File: config.mk
export PLATFORM = sky130hd
export DESIGN_NAME = sct_cell
export DESIGN_NICKNAME = d
export VERILOG_FILES = /design/src/design/sct_pkg.sv /design/src/design/sct_cell.sv
export SDC_FILE = /design/constraint.sdc
export NUM_CORES = 1
export LEC_CHECK = 0
export BUFFER_PORTS_ARGS = -buffer_cell sky130_fd_sc_hd__buf_4
export CAP_MARGIN = 20
export CELL_PAD_IN_SITES_DETAIL_PLACEMENT = 0
export CELL_PAD_IN_SITES_GLOBAL_PLACEMENT = 1
export CORE_UTILIZATION = 31
export CTS_CLUSTER_DIAMETER = 40
export DETAILED_ROUTE_END_ITERATION = 8
export PLACE_DENSITY = 0.78
export RECOVER_POWER = 25
export SLEW_MARGIN = 40
export SYNTH_ARGS = -nofsm -noshare
export SYNTH_HDL_FRONTEND = slang
export SYNTH_SLANG_ARGS = --single-unit
File: constraint.sdc
create_clock -name clk -period 2.9 [get_ports clk]
set_input_delay 0.725 -clock clk [delete_from_list [all_inputs] [get_ports clk]]
set_output_delay 0.725 -clock clk [all_outputs]
set_load 0.05 [all_outputs]
File: src/design/sct_pkg.sv
// Shared types and codes for the sorted coordinate table.
package sct_pkg;

  localparam int POS_W = 11;
  localparam int KEY_W = 40;

  // Request kinds
  localparam logic REQ_LOOKUP = 1'b0;
  localparam logic REQ_INSERT = 1'b1;

  // Result status codes
  localparam logic [1:0] ST_OK    = 2'd0;
  localparam logic [1:0] ST_FULL  = 2'd1;
  localparam logic [1:0] ST_RANGE = 2'd2;

  typedef logic [KEY_W-1:0] key_t;

  typedef struct packed {
    logic             req_type;
    logic [15:0]      key_x;
    logic [15:0]      key_y;
    logic [7:0]       key_z;
    logic [POS_W-1:0] insert_position;
  } in_item_t;

  typedef struct packed {
    logic             found;
    logic [POS_W-1:0] position;
    logic [POS_W-1:0] entry_count;
    logic [1:0]       status;
  } out_item_t;

  // Command broadcast to every cell of the row
  typedef struct packed {
    logic             ins_en;
    logic             cmp_en;
    logic [POS_W-1:0] pos;
    key_t             key;
  } cell_cmd_t;

  // Search unit status toward the controller
  typedef struct packed {
    logic done;
    logic found;
  } srch_stat_t;

endpackage

File: src/design/sct_cell.sv
// One table slot: holds an entry, shifts up on insert, compares against the key.
module sct_cell #(
  parameter int IDX = 0,
  parameter int CW  = 11
) (
  input  logic                clk,
  input  sct_pkg::cell_cmd_t  cmd,
  input  logic [CW-1:0]       count,
  input  sct_pkg::key_t       prev_entry,
  output sct_pkg::key_t       entry,
  output logic                lt,
  output logic                eq
);

  localparam int CMPW = (CW > sct_pkg::POS_W) ? CW : sct_pkg::POS_W;
  localparam logic [CMPW-1:0] IDX_C = CMPW'(IDX);

  sct_pkg::key_t   entry_r;
  logic            lt_r;
  logic            eq_r;
  logic [CMPW-1:0] pos_ext;
  logic [CMPW-1:0] count_ext;
  logic            load;
  logic            shift;

  assign pos_ext   = CMPW'(cmd.pos);
  assign count_ext = CMPW'(count);

  // slot at the insert index takes the key, slots above it up to count take the neighbor
  assign load  = cmd.ins_en && (pos_ext == IDX_C);
  assign shift = cmd.ins_en && (pos_ext < IDX_C) && (IDX_C <= count_ext);

  always_ff @(posedge clk) begin
    if (load) begin
      entry_r <= cmd.key;
    end else if (shift) begin
      entry_r <= prev_entry;
    end
  end

  // compare flags captured once per lookup
  always_ff @(posedge clk) begin
    if (cmd.cmp_en) begin
      lt_r <= (entry_r < cmd.key);
      eq_r <= (entry_r == cmd.key);
    end
  end

  assign entry = entry_r;
  assign lt    = lt_r;
  assign eq    = eq_r;

endmodule

==> run summary <==
CLOCKING
--------------------------------------------------------------------------------------------
Hold buffers post-CTS                                                                      0
CTS Buffer Depth                                                                           2
Clock insertion delay at the later pin of the skew report                             300 ps
Num Clock Sinks                                                                           42
Depth of the CTS H-tree                                                                    2
Count of instances resized after the clock tree is built                                   0
Post-CTS setup buffer count                                                                0
Clock slew seen by the registers of the worst setup and hold paths                     90 ps
Number of CTS-inserted buffers                                                             5
Clock root buffer master                                                            clkbuf_8
TritonCTS clock tree                                                                   built

PWR
--------------------------------------------------------------------------------------------
Share of power burned in combinational logic                                            9.9%
Static leakage power                                                                 1.53 nW
Switching Share                                                                        19.9%
Worst-case vdd ir drop                                                                252 uV
Total power of the final layout                                                      1.35 mW
Internal power                                                                       1.08 mW
Sw Pwr                                                                              0.269 mW
Clock network fraction of total power                                                  40.6%
Sequential fraction of design power                                                    49.5%
Pwr dens                                                                          411 nW/um2

LOGIC SYNTHESIS
--------------------------------------------------------------------------------------------
Mean cell area of the mapped netlist                                                11.9 um2
Xor/xnor cell area share of the yosys netlist                                             0%
Biggest area contributors in the synthesized netlist                            edfxtp_1 (54%), ha_1 (21%), inv_1 (6.6%), a21oi_1 (3.2%), nand4_1 (1.9%)
Cells after Synth                                                                        195
Share of cell area taken by muxes after synthesis                                         0%
Number of storage elements in the synthesis netlist                                       42
Share of the synthesized area in compound gates (AO/OA/AOI/OAI)                        7.58%
Syn Std Cell Area                                                                   2330 um2
Netlist cell types                                                                        24
Cell type contributing the most total cell area after synthesis                     edfxtp_1
Ys Warns                                                                                   0
Post-synthesis adder-cell area fraction                                                21.5%
Basic-gate share of the synthesized area counting and, or, nand and nor cells          10.2%
Largest family of logic cells by synthesized area                                adder cells
Sequential-to-total area share from yosys stat                                         54.2%
Area share of the largest cell type after synthesis                                    54.2%
Number of nets produced by synthesis                                                     340

FINAL LAYOUT
--------------------------------------------------------------------------------------------
Most common cell after layout, fill and taps aside                                     buf_4
Commonest cells after routing, fill and taps aside                              buf_4 (65), edfxtp_1 (42), inv_1 (41), ha_1 (40), clkbuf_4 (26)
NumNets Final                                                                            443
Non-filler cells, final                                                                  398
Layout Area Growth over Synthesis                                                      41.2%
Antenna diode count                                                                        0
Proportion of layout cells with a drive suffix above 1                                 34.4%

STA
--------------------------------------------------------------------------------------------
Crit path setup slack, layout                                                         856 ps
Time the final worst path needs with I/O delays and setup                            2040 ps
Fin Setup TNS                                                                           0 ps
Measured slew at the worst slew-check pin                                             559 ps
Clock Skews                                                                          8.12 ps
Final worst path period share                                                          70.5%
Tightest hold margin                                                                  615 ps
F_max                                                                              0.489 GHz
Max-slew headroom                                                                      62.8%
Unrepaired setup endpoints after global routing                                           no
Final slew viol count                                                                      0
Final number of hold-violating endpoints                                                   0
Final setup violation count                                                                0

ROUTE
--------------------------------------------------------------------------------------------
Drt pass-1 iters                                                                           4
Routed length per placed instance                                                    12.2 um
Number of vias in the routed layout                                                     1783
Detailed router's first-iteration violation count                                         78
Final routed wirelength across all metal layers                                      4.85 mm
Number of remaining DRC errors                                                             0
Number of antenna-violating nets in the routed design                                      0
Average vias per placed instance                                                        4.48

GLOBAL ROUTING
--------------------------------------------------------------------------------------------
Vias in the first global route                                                          1716
Global-route wire length before repair                                               7.50 mm
Gr ovfl total                                                                              0
Maximum number of pins on one net before global-route repair                              41
GRT Resource Usage Total                                                               12.6%
Antenna violations before repair                                                           0

FLOORPLANNING
--------------------------------------------------------------------------------------------
Number of standard-cell rows in the floorplan                                             31
Die height                                                                           88.7 um
Chip width                                                                           88.7 um
Placeable core area                                                                 7250 um2
Overall die area                                                                    7860 um2
I/O pin count                                                                            147
Starting density of the core                                                           32.1%

PLACEMENT
--------------------------------------------------------------------------------------------
GPL Wtd Cong                                                                           0.703
Number of cells after detailed placement                                                 390
Count of buffers inserted at the top-level ports                                          95
Placement Setup Slack                                                                 529 ps
Half-perimeter wire length of the detailed placement result                          3.94 mm

WORST SETUP PATH
--------------------------------------------------------------------------------------------
Critical Path Sink Type                                                             register
Largest delay share family, worst path                                          compound AO/OA/AOI/OAI gates
Critical path, cell by cell                                                     clkbuf_4, inv_1, ha_1, a21oi_1, o21ai_0, a221oi_1, o211ai_1, nor3_1
Maximum single-stage delay on the critical path                                       380 ps
CP startpoint kind                                                                 input pin
Data arrival at the endpoint of the critical path                                    2190 ps
CP max-delay cell                                                                   a221oi_1
Top fanout value on the critical path                                                      2
Sum of buffers and inverters on the critical path                                          2
WS Path Type                                                                       in -> reg
Data required time at the worst endpoint                                             3040 ps

OUTCOME
--------------------------------------------------------------------------------------------
Run status                                                                         completed

FLOW RUN
--------------------------------------------------------------------------------------------
Number of maximum-capacitance constraint violations                                        0

WORST HOLD PATH
--------------------------------------------------------------------------------------------
Class of the tightest hold or removal check                                        in -> reg

## cell type report
type | count | area, um2
timing repair buffer | 96 | 702
inverter | 41 | 154
sequential | 42 | 1260
fill | 733 | 3970
clock buffer | 5 | 68.8
multi-input combinational | 112 | 915
tap | 99 | 124
clock inverter | 3 | 63.8
## cell usage after synthesis
library cell,number
edfxtp_1,42
inv_1,41
ha_1,40
a21oi_1,15
nand2_1,11
nand4_1,7
nand3_1,6
nor2_1,6
o21ai_0,6
a221oi_1,3
nor4_1,3
and4_1,2
nor3_2,2
a2111oi_2,1
a21o_1,1
a22oi_1,1
and3_1,1
and4_2,1
nand2b_1,1
nor2b_1,1
nor3_1,1
nor4b_1,1
o211ai_1,1
o31ai_1,1
## cell families (layout without fill, tap and decap cells)
| family | count (synthesis) | after routing |
|---|---|---|
| and+or+nand+nor | 43 | 43 |
| AOI/OAI and AO/OA | 29 | 29 |
| buffers and inverters | 41 | 145 |
| DFF | 42 | 42 |
| adders and majority gates | 40 | 40 |
## per-stage QoR
| step | instance area (um2) | util [%] |
|---|---|---|
| after floorplan | 2330 | - |
| after global placement | 3170 | 43.8 |
| after detailed placement | 3170 | 43.8 |
| after CTS | 3310 | 45.6 |
| after global routing | 3290 | 45.3 |
| final | 3290 | 45.3 |
## power groups by stage
stage	clock, mW	sequential, mW	combinational (mW)
final	0.548	0.669	0.134
after global routing	0.593	0.669	0.154
after CTS	0.576	0.669	0.141
after detailed placement	0	0.683	0.140
after global placement	0	0.683	0.138
after floorplan	0	0.689	0.0563
## metal layers
layer	vias to the layer above	global-route usage (%)	share of wire [%]
met2	65	21.2	46
met4	0	3.08	0.95
li1	917	-	-
met5	-	0	0
met1	795	15.9	45
met3	6	3.73	7.8
## sequential cells by signal, indices dropped and copies added, names as in the netlist
| signal | cells |
|---|---|
| eq | 1 |
| entry | 40 |
| lt | 1 |
## worst paths after layout
path                  start         to  slack [ps]  cells past startpoint
setup / recovery    cmd[17]         lt         860                      8
hold / removal      cmd[30]  entry[30]         610                      1
hold reg to reg   entry[15]         lt         860                      4
setup reg to reg  entry[22]         lt        1010                      6
Power figures use the tool's default switching activity.
